[config.mk]
export PLATFORM = sky130hd
export DESIGN_NAME = slot_store_table_flat
export DESIGN_NICKNAME = d
export VERILOG_FILES = /design/src/rtl/sst_pkg.sv /design/src/rtl/sst_cfg_if.sv /design/src/rtl/sst_req_if.sv /design/src/rtl/sst_rsp_if.sv /design/src/rtl/sst_cell.sv /design/src/rtl/sst_ring.sv /design/src/rtl/slot_store_table.sv /design/src/flat_wrapper.sv
export SDC_FILE = /design/constraint.sdc
export NUM_CORES = 2
export LEC_CHECK = 0
export BUFFER_PORTS_ARGS = -buffer_cell sky130_fd_sc_hd__buf_2
export CAP_MARGIN = 25
export CORE_MARGIN = 10
export CORE_UTILIZATION = 60
export CTS_CLUSTER_DIAMETER = 60
export DETAILED_ROUTE_END_ITERATION = 6
export PLACE_DENSITY = 0.77
export SKIP_CTS_REPAIR_TIMING = 1
export SLEW_MARGIN = 20
export SYNTH_ARGS = -nofsm -noshare
export SYNTH_HDL_FRONTEND = slang
export SYNTH_SLANG_ARGS = --single-unit
[constraint.sdc]
create_clock -name clk -period 68.9 [get_ports clk]
set_input_delay 10.335 -clock clk [delete_from_list [all_inputs] [get_ports clk]]
set_output_delay 10.335 -clock clk [all_outputs]
set_load 0.03 [all_outputs]
[src/rtl/sst_pkg.sv]
`timescale 1ns / 1ps
// ----------------------------------------------------------------------------
// sst_pkg: shared types and codes of the slot store table
// Command and status codes, ring control group and response record.
// ----------------------------------------------------------------------------
package sst_pkg;

	localparam logic [2:0] CMD_STORE  = 3'd0;
	localparam logic [2:0] CMD_LOOKUP = 3'd1;
	localparam logic [2:0] CMD_REMOVE = 3'd2;
	localparam logic [2:0] CMD_CLEAR  = 3'd3;
	localparam logic [2:0] CMD_DUMP   = 3'd4;

	localparam logic STAT_OK   = 1'b0;
	localparam logic STAT_FAIL = 1'b1;

	localparam int MAX_RESULTS = 16;

	typedef struct packed {
		logic shift;
		logic clear;
		logic head_wr;
		logic head_kill;
	} ring_ctrl_t;

	typedef struct packed {
		logic        status;
		logic [63:0] out_id;
		logic [31:0] out_payload;
		logic [3:0]  slot_index;
		logic [4:0]  free_count;
		logic        last;
	} rsp_t;

endpackage

[src/rtl/sst_cfg_if.sv]
`timescale 1ns / 1ps
// ----------------------------------------------------------------------------
// sst_cfg_if: configuration write channel
// Carries the usable slot count with a valid/ready handshake.
// ----------------------------------------------------------------------------
interface sst_cfg_if;
	logic       valid;
	logic       ready;
	logic [4:0] data;

	modport source (output valid, output data, input ready);
	modport sink (input valid, input data, output ready);
endinterface

[src/rtl/sst_req_if.sv]
`timescale 1ns / 1ps
// ----------------------------------------------------------------------------
// sst_req_if: command channel
// Carries one command with identifier and payload per transaction.
// ----------------------------------------------------------------------------
interface sst_req_if;
	logic        valid;
	logic        ready;
	logic [2:0]  cmd;
	logic [63:0] item_id;
	logic [31:0] item_payload;

	modport source (output valid, output cmd, output item_id, output item_payload, input ready);
	modport sink (input valid, input cmd, input item_id, input item_payload, output ready);
endinterface

[src/rtl/sst_rsp_if.sv]
`timescale 1ns / 1ps
// ----------------------------------------------------------------------------
// sst_rsp_if: response channel
// Carries one result record per transaction.
// ----------------------------------------------------------------------------
interface sst_rsp_if;
	logic        valid;
	logic        ready;
	logic        status;
	logic [63:0] out_id;
	logic [31:0] out_payload;
	logic [3:0]  slot_index;
	logic [4:0]  free_count;
	logic        last;

	modport source (output valid, output status, output out_id, output out_payload,
		output slot_index, output free_count, output last, input ready);
	modport sink (input valid, input status, input out_id, input out_payload,
		input slot_index, input free_count, input last, output ready);
endinterface

[src/rtl/sst_cell.sv]
`timescale 1ns / 1ps
// ----------------------------------------------------------------------------
// sst_cell: one slot of the rotating table
// Holds valid mark, identifier and payload; takes its neighbor's entry on shift.
// ----------------------------------------------------------------------------
module sst_cell #(
	parameter int PAYLOAD_BITS = 32
) (
	input  logic                    clk,
	input  logic                    arst_n,
	input  sst_pkg::ring_ctrl_t     ctrl,
	input  logic                    nxt_valid,
	input  logic [63:0]             nxt_id,
	input  logic [PAYLOAD_BITS-1:0] nxt_payload,
	output logic                    cur_valid,
	output logic [63:0]             cur_id,
	output logic [PAYLOAD_BITS-1:0] cur_payload
);
	import sst_pkg::*;

	logic                    valid_q;
	logic [63:0]             id_q;
	logic [PAYLOAD_BITS-1:0] payload_q;

	always_ff @(posedge clk or negedge arst_n) begin
		if (!arst_n) begin
			valid_q <= 1'b0;
		end else if (ctrl.clear) begin
			valid_q <= 1'b0;
		end else if (ctrl.shift) begin
			valid_q <= nxt_valid;
		end
	end

	always_ff @(posedge clk) begin
		if (ctrl.shift) begin
			id_q      <= nxt_id;
			payload_q <= nxt_payload;
		end
	end

	assign cur_valid   = valid_q;
	assign cur_id      = id_q;
	assign cur_payload = payload_q;

endmodule

[src/rtl/sst_ring.sv]
`timescale 1ns / 1ps
// ----------------------------------------------------------------------------
// sst_ring: circular chain of slot cells
// Rotates entries one cell per shift; the head entry is updated as it wraps.
// ----------------------------------------------------------------------------
module sst_ring #(
	parameter int SLOTS        = 16,
	parameter int PAYLOAD_BITS = 32
) (
	input  logic                    clk,
	input  logic                    arst_n,
	input  sst_pkg::ring_ctrl_t     ctrl,
	input  logic [63:0]             wr_id,
	input  logic [PAYLOAD_BITS-1:0] wr_payload,
	output logic                    head_valid,
	output logic [63:0]             head_id,
	output logic [PAYLOAD_BITS-1:0] head_payload
);
	import sst_pkg::*;

	logic                    c_valid [SLOTS];
	logic [63:0]             c_id    [SLOTS];
	logic [PAYLOAD_BITS-1:0] c_pl    [SLOTS];

	logic                    wrap_valid;
	logic [63:0]             wrap_id;
	logic [PAYLOAD_BITS-1:0] wrap_pl;

	always_comb begin
		wrap_valid = c_valid[0];
		wrap_id    = c_id[0];
		wrap_pl    = c_pl[0];
		if (ctrl.head_wr) begin
			wrap_valid = 1'b1;
			wrap_id    = wr_id;
			wrap_pl    = wr_payload;
		end else if (ctrl.head_kill) begin
			wrap_valid = 1'b0;
		end
	end

	for (genvar k = 0; k < SLOTS; k++) begin : g_cell
		if (k == SLOTS - 1) begin : g_tail
			sst_cell #(.PAYLOAD_BITS(PAYLOAD_BITS)) u_cell (
				.clk         (clk),
				.arst_n      (arst_n),
				.ctrl        (ctrl),
				.nxt_valid   (wrap_valid),
				.nxt_id      (wrap_id),
				.nxt_payload (wrap_pl),
				.cur_valid   (c_valid[k]),
				.cur_id      (c_id[k]),
				.cur_payload (c_pl[k])
			);
		end else begin : g_body
			sst_cell #(.PAYLOAD_BITS(PAYLOAD_BITS)) u_cell (
				.clk         (clk),
				.arst_n      (arst_n),
				.ctrl        (ctrl),
				.nxt_valid   (c_valid[k+1]),
				.nxt_id      (c_id[k+1]),
				.nxt_payload (c_pl[k+1]),
				.cur_valid   (c_valid[k]),
				.cur_id      (c_id[k]),
				.cur_payload (c_pl[k])
			);
		end
	end

	assign head_valid   = c_valid[0];
	assign head_id      = c_id[0];
	assign head_payload = c_pl[0];

endmodule

[src/rtl/slot_store_table.sv]
`timescale 1ns / 1ps
// ----------------------------------------------------------------------------
// slot_store_table: fixed-slot associative table
// Store, lookup, remove, clear and dump over a ring of slot cells.
// ----------------------------------------------------------------------------
// The slots sit in a ring of SLOTS cells that rotates one place per cycle past
// a head cell while a command scans, unless a dump pauses it; each store,
// lookup, remove or dump looks at one slot per cycle in slot order. Store,
// lookup and remove are accepted, turn the ring once and post the result from a
// finish state. A dump that finds entries posts each one as the ring passes it;
// an empty dump posts its failure from the finish state. A dump pauses the ring
// while its response register is still held by the sink. Clear and unknown
// commands go straight to the finish state; a clear drops only the valid marks.
// A write of the usable slot count also drops every valid mark. Posting a result
// waits while the sink still holds the response register. Only one command is in
// work at a time; the next one is taken while the last result still waits in the
// response register. Reset leaves the table empty with no usable slots.
// ----------------------------------------------------------------------------
module slot_store_table #(
	parameter int SLOTS        = 16,
	parameter int PAYLOAD_BITS = 32
) (
	input  logic      clk,
	input  logic      arst_n,
	sst_cfg_if.sink   cfg,
	sst_req_if.sink   req,
	sst_rsp_if.source rsp
);
	import sst_pkg::*;

	localparam int NW = $clog2(SLOTS + 1);
	localparam int EW = $clog2(MAX_RESULTS + 1);

	localparam logic [1:0] S_IDLE   = 2'd0;
	localparam logic [1:0] S_SCAN   = 2'd1;
	localparam logic [1:0] S_FINISH = 2'd2;

	logic [1:0]              state_q;
	logic [4:0]              cfg_q;
	logic [2:0]              cmd_q;
	logic [NW-1:0]           cnt_q;
	logic [NW-1:0]           occ_q;
	logic [EW-1:0]           emit_q;
	logic [EW-1:0]           total_q;
	logic                    hit_q;
	logic                    out_valid_q;
	logic [63:0]             id_q;
	logic [PAYLOAD_BITS-1:0] pl_q;
	logic [NW-1:0]           hit_idx_q;
	logic [63:0]             hit_id_q;
	logic [31:0]             hit_pl_q;
	rsp_t                    pend_q;
	rsp_t                    out_q;

	logic                    head_valid;
	logic [63:0]             head_id;
	logic [PAYLOAD_BITS-1:0] head_payload;
	ring_ctrl_t              rc;

	logic          req_fire;
	logic          cfg_fire;
	logic          out_free;
	logic [NW-1:0] n_eff;
	logic          scanning;
	logic          in_use;
	logic          cand_store;
	logic          cand_find;
	logic          cand_dump;
	logic          dump_emit;
	logic          step;
	logic          scan_end;
	logic          hit_now;
	logic [NW-1:0] idx_now;
	logic [63:0]   hid_now;
	logic [31:0]   hpl_now;
	logic [NW-1:0] occ_d;
	logic [EW-1:0] emit_d;
	logic [4:0]    free_now;
	rsp_t          pend_scan;
	rsp_t          dump_rsp;

	assign req.ready = (state_q == S_IDLE);
	assign cfg.ready = 1'b1;
	assign req_fire  = req.valid && req.ready;
	assign cfg_fire  = cfg.valid && cfg.ready;
	assign out_free  = !out_valid_q || rsp.ready;

	assign n_eff = (32'(cfg_q) > 32'(SLOTS)) ? NW'(SLOTS) : NW'(cfg_q);

	assign scanning   = (state_q == S_SCAN);
	assign in_use     = cnt_q < n_eff;
	assign cand_store = scanning && (cmd_q == CMD_STORE) && in_use && !head_valid && !hit_q;
	assign cand_find  = scanning && ((cmd_q == CMD_LOOKUP) || (cmd_q == CMD_REMOVE)) &&
		in_use && head_valid && (head_id == id_q) && !hit_q;
	assign cand_dump  = scanning && (cmd_q == CMD_DUMP) && in_use && head_valid &&
		(emit_q < EW'(MAX_RESULTS));
	assign dump_emit  = cand_dump && out_free;
	assign step       = scanning && !(cand_dump && !out_free);
	assign scan_end   = step && (cnt_q == NW'(SLOTS - 1));

	assign hit_now = hit_q || cand_store || cand_find;
	assign idx_now = (cand_store || cand_find) ? cnt_q : hit_idx_q;
	assign hid_now = cand_store ? id_q : (cand_find ? head_id : hit_id_q);
	assign hpl_now = cand_store ? 32'(pl_q) : (cand_find ? 32'(head_payload) : hit_pl_q);
	assign emit_d  = emit_q + EW'(dump_emit);

	always_comb begin
		occ_d = occ_q;
		if (cfg_fire || (req_fire && (req.cmd == CMD_CLEAR))) begin
			occ_d = '0;
		end else if (cand_store) begin
			occ_d = occ_q + NW'(1);
		end else if (cand_find && (cmd_q == CMD_REMOVE)) begin
			occ_d = occ_q - NW'(1);
		end
	end

	assign free_now = 5'(n_eff - occ_d);

	always_comb begin
		pend_scan.status      = hit_now ? STAT_OK : STAT_FAIL;
		pend_scan.out_id      = hit_now ? hid_now : 64'd0;
		pend_scan.out_payload = hit_now ? hpl_now : 32'd0;
		pend_scan.slot_index  = hit_now ? 4'(idx_now) : 4'd0;
		pend_scan.free_count  = free_now;
		pend_scan.last        = 1'b1;

		dump_rsp.status      = STAT_OK;
		dump_rsp.out_id      = head_id;
		dump_rsp.out_payload = 32'(head_payload);
		dump_rsp.slot_index  = 4'(cnt_q);
		dump_rsp.free_count  = free_now;
		dump_rsp.last        = (emit_d == total_q);
	end

	assign rc.shift     = step;
	assign rc.clear     = cfg_fire || (req_fire && (req.cmd == CMD_CLEAR));
	assign rc.head_wr   = cand_store;
	assign rc.head_kill = cand_find && (cmd_q == CMD_REMOVE);

	sst_ring #(.SLOTS(SLOTS), .PAYLOAD_BITS(PAYLOAD_BITS)) u_ring (
		.clk          (clk),
		.arst_n       (arst_n),
		.ctrl         (rc),
		.wr_id        (id_q),
		.wr_payload   (pl_q),
		.head_valid   (head_valid),
		.head_id      (head_id),
		.head_payload (head_payload)
	);

	always_ff @(posedge clk or negedge arst_n) begin
		if (!arst_n) begin
			state_q     <= S_IDLE;
			cfg_q       <= '0;
			cmd_q       <= CMD_STORE;
			cnt_q       <= '0;
			occ_q       <= '0;
			emit_q      <= '0;
			total_q     <= '0;
			hit_q       <= 1'b0;
			out_valid_q <= 1'b0;
		end else begin
			occ_q <= occ_d;
			if (cfg_fire) begin
				cfg_q <= cfg.data;
			end
			if ((state_q == S_FINISH) && out_free) begin
				out_valid_q <= 1'b1;
			end else if (dump_emit) begin
				out_valid_q <= 1'b1;
			end else if (rsp.ready) begin
				out_valid_q <= 1'b0;
			end
			case (state_q)
				S_IDLE: begin
					if (req_fire) begin
						cmd_q   <= req.cmd;
						cnt_q   <= '0;
						hit_q   <= 1'b0;
						emit_q  <= '0;
						total_q <= (32'(occ_q) >= MAX_RESULTS) ? EW'(MAX_RESULTS) : EW'(occ_q);
						if ((req.cmd == CMD_CLEAR) || (req.cmd > CMD_DUMP)) begin
							state_q <= S_FINISH;
						end else begin
							state_q <= S_SCAN;
						end
					end
				end
				S_SCAN: begin
					if (step) begin
						cnt_q  <= cnt_q + NW'(1);
						hit_q  <= hit_now;
						emit_q <= emit_d;
						if (scan_end) begin
							if ((cmd_q == CMD_DUMP) && (emit_d != '0)) begin
								state_q <= S_IDLE;
							end else begin
								state_q <= S_FINISH;
							end
						end
					end
				end
				S_FINISH: begin
					if (out_free) begin
						state_q <= S_IDLE;
					end
				end
				default: begin
					state_q <= S_IDLE;
				end
			endcase
		end
	end

	always_ff @(posedge clk) begin
		if (req_fire) begin
			id_q <= req.item_id;
			pl_q <= PAYLOAD_BITS'(req.item_payload);
			pend_q.status      <= (req.cmd == CMD_CLEAR) ? STAT_OK : STAT_FAIL;
			pend_q.out_id      <= 64'd0;
			pend_q.out_payload <= 32'd0;
			pend_q.slot_index  <= 4'd0;
			pend_q.free_count  <= free_now;
			pend_q.last        <= 1'b1;
		end
		if (step) begin
			hit_idx_q <= idx_now;
			hit_id_q  <= hid_now;
			hit_pl_q  <= hpl_now;
		end
		if (scan_end) begin
			pend_q <= pend_scan;
		end
		if ((state_q == S_FINISH) && out_free) begin
			out_q <= pend_q;
		end else if (dump_emit) begin
			out_q <= dump_rsp;
		end
	end

	assign rsp.valid       = out_valid_q;
	assign rsp.status      = out_q.status;
	assign rsp.out_id      = out_q.out_id;
	assign rsp.out_payload = out_q.out_payload;
	assign rsp.slot_index  = out_q.slot_index;
	assign rsp.free_count  = out_q.free_count;
	assign rsp.last        = out_q.last;

	a_occ_bound: assert property (@(posedge clk) disable iff (!arst_n)
		occ_q <= n_eff)
		else $error("occupied count above usable slots");

	a_scan_range: assert property (@(posedge clk) disable iff (!arst_n)
		(state_q == S_SCAN) |-> (cnt_q < NW'(SLOTS)))
		else $error("scan position past the ring");

	a_finish_exit: assert property (@(posedge clk) disable iff (!arst_n)
		((state_q == S_FINISH) && out_free) |=> (state_q == S_IDLE) && out_valid_q)
		else $error("pending result not posted");

	a_dump_count: assert property (@(posedge clk) disable iff (!arst_n)
		dump_emit |-> (emit_q < total_q))
		else $error("dump emits more entries than occupied");

endmodule

[src/flat_wrapper.sv]
// flat-port wrapper written by rule: the top's interface ports become plain ports
module slot_store_table_flat import sst_pkg::*;
#(
	parameter int SLOTS        = 16,
	parameter int PAYLOAD_BITS = 32
)
  (clk, arst_n, cfg_valid, cfg_data, cfg_ready, req_valid, req_cmd, req_item_id, req_item_payload, req_ready, rsp_valid, rsp_status, rsp_out_id, rsp_out_payload, rsp_slot_index, rsp_free_count, rsp_last, rsp_ready);
  sst_cfg_if cfg_i ();
  sst_req_if req_i ();
  sst_rsp_if rsp_i ();
  input  logic clk;
  input  logic arst_n;
  input wire logic [$bits(cfg_i.valid)-1:0] cfg_valid;
  input wire logic [$bits(cfg_i.data)-1:0] cfg_data;
  output wire logic [$bits(cfg_i.ready)-1:0] cfg_ready;
  input wire logic [$bits(req_i.valid)-1:0] req_valid;
  input wire logic [$bits(req_i.cmd)-1:0] req_cmd;
  input wire logic [$bits(req_i.item_id)-1:0] req_item_id;
  input wire logic [$bits(req_i.item_payload)-1:0] req_item_payload;
  output wire logic [$bits(req_i.ready)-1:0] req_ready;
  output wire logic [$bits(rsp_i.valid)-1:0] rsp_valid;
  output wire logic [$bits(rsp_i.status)-1:0] rsp_status;
  output wire logic [$bits(rsp_i.out_id)-1:0] rsp_out_id;
  output wire logic [$bits(rsp_i.out_payload)-1:0] rsp_out_payload;
  output wire logic [$bits(rsp_i.slot_index)-1:0] rsp_slot_index;
  output wire logic [$bits(rsp_i.free_count)-1:0] rsp_free_count;
  output wire logic [$bits(rsp_i.last)-1:0] rsp_last;
  input wire logic [$bits(rsp_i.ready)-1:0] rsp_ready;
  assign cfg_i.valid = cfg_valid;
  assign cfg_i.data = cfg_data;
  assign cfg_ready = cfg_i.ready;
  assign req_i.valid = req_valid;
  assign req_i.cmd = req_cmd;
  assign req_i.item_id = req_item_id;
  assign req_i.item_payload = req_item_payload;
  assign req_ready = req_i.ready;
  assign rsp_valid = rsp_i.valid;
  assign rsp_status = rsp_i.status;
  assign rsp_out_id = rsp_i.out_id;
  assign rsp_out_payload = rsp_i.out_payload;
  assign rsp_slot_index = rsp_i.slot_index;
  assign rsp_free_count = rsp_i.free_count;
  assign rsp_last = rsp_i.last;
  assign rsp_i.ready = rsp_ready;
  slot_store_table #(.SLOTS(SLOTS), .PAYLOAD_BITS(PAYLOAD_BITS)) u_core (.clk(clk), .arst_n(arst_n), .cfg(cfg_i), .req(req_i), .rsp(rsp_i));
endmodule
==> metrics.md <==
| Metric | Value |
|---|---|
| Status | `finished clean` |
| Syn Area/Cell | `19.5 um^2` |
| H-Tree Depth | `4` |
| Gr ovfl total | `0` |
| Critical path peak fanout | `193` |
| Yosys Warn Count | `0` |
| Worst hold slack | `0.397 ns` |
| Ports | `219` |
| Routed vias | `31,059` |
| Die Y | `356 um` |
| First-pass GRT wire length | `186,000 um` |
| Most frequent cell on the critical path | `nand2_1` |
| Slew @ Worst Pin | `1.11 ns` |
| Synth Cell Area | `67,900 um^2` |
| Final slew viol count | `0` |
| Seq/Total Area, Yosys | `87.8%` |
| Setup Viol. Count Final | `0` |
| Ys async rst share | `2.41%` |
| Most numerous cell in the Yosys netlist | `edfxtp_1` |
| Hold Path Class | `flip-flop to flip-flop` |
| Layout Nets | `3,933` |
| DR DRC count | `0` |
| Final GP Congestion | `0.836` |
| DRT antenna net count | `0` |
| Largest net degree at the start of global routing | `229` |
| Register bit total from synthesis | `1,993` |
| Port bufs | `217` |
| Critical path class | `primary input to flip-flop` |
| Initial antenna violation count | `16` |
| Layout cells sized above 1 | `15.4%` |
| Number of synthesized flops with an enable pin | `1,945` |
| Starting density of the core | `60.4%` |
| CP Buf/Inv Count | `5` |
| Yosys top cell by area | `edfxtp_1` |
| Synth top cells by count | `1,945 x edfxtp_1, 650 x nand2_1, 121 x o21ai_0` |
| Achievable frequency | `71.1 MHz` |
| Clock Tree Buf Depth | `3` |
| Area Growth Syn to Fin | `12.9%` |
| Pwr Density | `45.4 nW/um^2` |
| Drt pass-1 iters | `6` |
| WP data required | `69.29 ns` |
| Cell family with most CP delay | `buffers and inverters` |
| CTS tree | `built` |
| Sink Count | `1,993` |
| CTS Root Cell | `clkbuf_16` |
| Yosys top cell area share | `86.1%` |
| Site row count | `123` |
| Max-cap violations | `0` |
| Slew headroom | `25.3%` |
| Die area | `127,000 um^2` |
| Die W | `356 um` |
| Clk_skew | `0.0422 ns` |
| Final HPWL DP | `72,500 um` |
| Filler instances | `6,811` |
| Crit path largest cell delay | `0.83 ns` |
| P_leak | `0.0269 uW` |
| Startpoint types | `primary input` |
| Clock slew at reported path FFs | `0.07 ns` |
| Gate count of the mapped netlist | `3,476` |
| Post-route minimum period | `14.07 ns` |
| Yosys cell types | `54` |
| HP Start | `u_core.u_ring.g_cell[5].g_body.u_cell.cur_id[47]$_DFFE_PP_` |
| R2r setup slk | `62.81 ns` |
| Total Routing Usage GR | `19.6%` |
| Unrepaired setup endpoints after global routing | `false` |
| Worst skew pair latency | `0.78 ns` |
| Critical-path cell list | `buf_2 -> nor2b_1 -> nand2_1 -> nand2_1 -> inv_8 -> buf_12 -> buf_4 -> buf_6` |
| FF-to-FF Start | `u_core.cfg_q[4]$_DFFE_PN0P_` |
| Detailed Route Iter0 Violations | `3,512` |
| Slowest-stage cell, CP | `buf_4` |
| Setup TNS | `0 ns` |
| Main flop type after synthesis | `edfxtp_1` |
| Crit path launch | `rsp_ready` |
| Cts bufs inserted | `184` |
| Post-Route WL | `126,000 um` |
| Final hold vios | `0` |
| Via-to-Cell Ratio | `5.69` |
| Wire per inst | `23.0 um` |
| Post-Synthesis Net Count | `3,600` |
| CP endpoint kind | `flip-flop` |
| Vias in the first global route | `29,928` |
| Synth area leaders | `edfxtp_1 86%, nand2_1 3.6%, dfrtp_1 1.8%, a211oi_2 1.7%, mux2i_1 1.4%` |
| Worst IR Drop VDD | `0.0000291 V` |
| Critical Path AT | `14.46 ns` |
| Core area | `112,000 um^2` |
| Fin crit share | `20.4%` |
final cells by class:
class / instances / area [um^2] / share of cell area (%)
Tap cell: 1500 / 1880 / 2.45
Multi-Input combinational cell: 1349 / 7730 / 10.1
Clock buffer: 236 / 4930 / 6.43
Inverter: 22 / 92.6 / 0.121
Sequential cell: 1993 / 59600 / 77.8
Timing Repair Buffer: 259 / 1600 / 2.08
Clock inverter: 97 / 773 / 1.01
Antenna cell: 2 / 5.00 / 0.00653
worst register-to-register path, stage by stage, from the launching register on:
cell      delay [ns]
dfrtp_1         0.42
inv_1           0.18
nand2_1         0.11
ha_1            0.34
nand3_1         0.09
a21boi_0        0.50
nor4_1          0.15
nand2_1         0.16
nand2_1         0.51
inv_8           0.83
buf_12          0.65
buf_4           1.02
buf_6           0.67
power breakdown:
group | internal, uW | switching [uW] | total, uW
registers | 1890 | 143 | 2030
logic | 92.1 | 397 | 489
clock network | 542 | 419 | 961
total | 2520 | 959 | 3480
metrics by stage:
stage	power (uW)	area [um^2]	util, %	cells	worst slack (ns)
6_report	3480	76600	68.2	5458	54.83
2_1_floorplan	3090	67900	-	3476	8.76
5_1_grt	3620	76600	68.2	5457	54.42
3_5_place_dp	2530	70800	63.0	5118	53.58
3_3_place_gp	2500	70700	62.9	5114	53.49
4_1_cts	3500	76500	68.1	5451	54.47
cells by family after synthesis:
group | synth area share [%]
DFF | 87.8
AOI/OAI and AO/OA | 3.15
xor gates and xnor gates | 0.852
adders and majority gates | 0.302
and+or+nand+nor | 5.39
muxes | 1.60
buffers and inverters | 0.868
other | 0.00553
sequential cells by signal, summed over array words and instances, names as in the netlist, 2 cells and up:
register and flops:
u_core.emit_q 5, u_core.u_ring.g_cell.g_body.u_cell.cur_payload 480, u_core.rsp.slot_index 4, u_core.hit_idx_q 4
u_core.u_ring.g_cell.g_tail.u_cell.cur_id 64, u_core.cfg_q 5, u_core.u_ring.g_cell.g_body.u_cell.cur_id 960, u_core.state_q 2
u_core.rsp.out_payload 32, u_core.rsp.out_id 64, u_core.cnt_q 5, u_core.pend_q 106
u_core.u_ring.g_cell.g_tail.u_cell.cur_payload 32, u_core.u_ring.g_cell.g_body.u_cell.cur_valid 15, u_core.id_q 64, u_core.rsp.free_count 5
u_core.cmd_q 3, u_core.hit_id_q 64, u_core.occ_q 5, u_core.hit_pl_q 32
u_core.total_q 5, u_core.pl_q 32
cells in the final DEF, fill, tap and decap left out, types with 33 or more instances in the layout:
master / synthesis / final
a211oi_2: 90 / 90
buf_2: 13 / 217
clkbuf_1: 79 / 45
clkbuf_16: 0 / 189
clkinv_1: 1 / 51
dfrtp_1: 48 / 48
edfxtp_1: 1945 / 1945
mux2i_1: 97 / 97
nand2_1: 650 / 649
nor2_1: 113 / 113
nor2b_1: 33 / 33
o21ai_0: 121 / 120
xor2_1: 48 / 48
final timing paths:
kind / end / depth (start not counted)
worst min register to register: u_core.u_ring.g_cell[4].g_body.u_cell.cur_id[47]$_DFFE_PP_ / 0
worst min-delay path: u_core.u_ring.g_cell[4].g_body.u_cell.cur_id[47]$_DFFE_PP_ / 0
worst max-delay path: flip-flop / 8
max in group asynchronous: u_core.cfg_q[3]$_DFFE_PN0P_ / 2
min in group asynchronous: u_core.rsp.valid$_DFFE_PN0P_ / 1
worst max register to register: flip-flop / 12
layer usage:
metal | vias up | GRT usage [%] | part of all wire, % | routed length [um]
li1 | 13833 | - | - | -
met3 | 248 | 4.85 | 8.3 | 10400
met2 | 1292 | 28.4 | 45 | 56700
met1 | 15670 | 29.0 | 43 | 54200
met4 | 16 | 7.35 | 3.3 | 4100
met5 | - | 0 | 0.082 | 103
No activity file was read; power rests on OpenSTA's default activity.
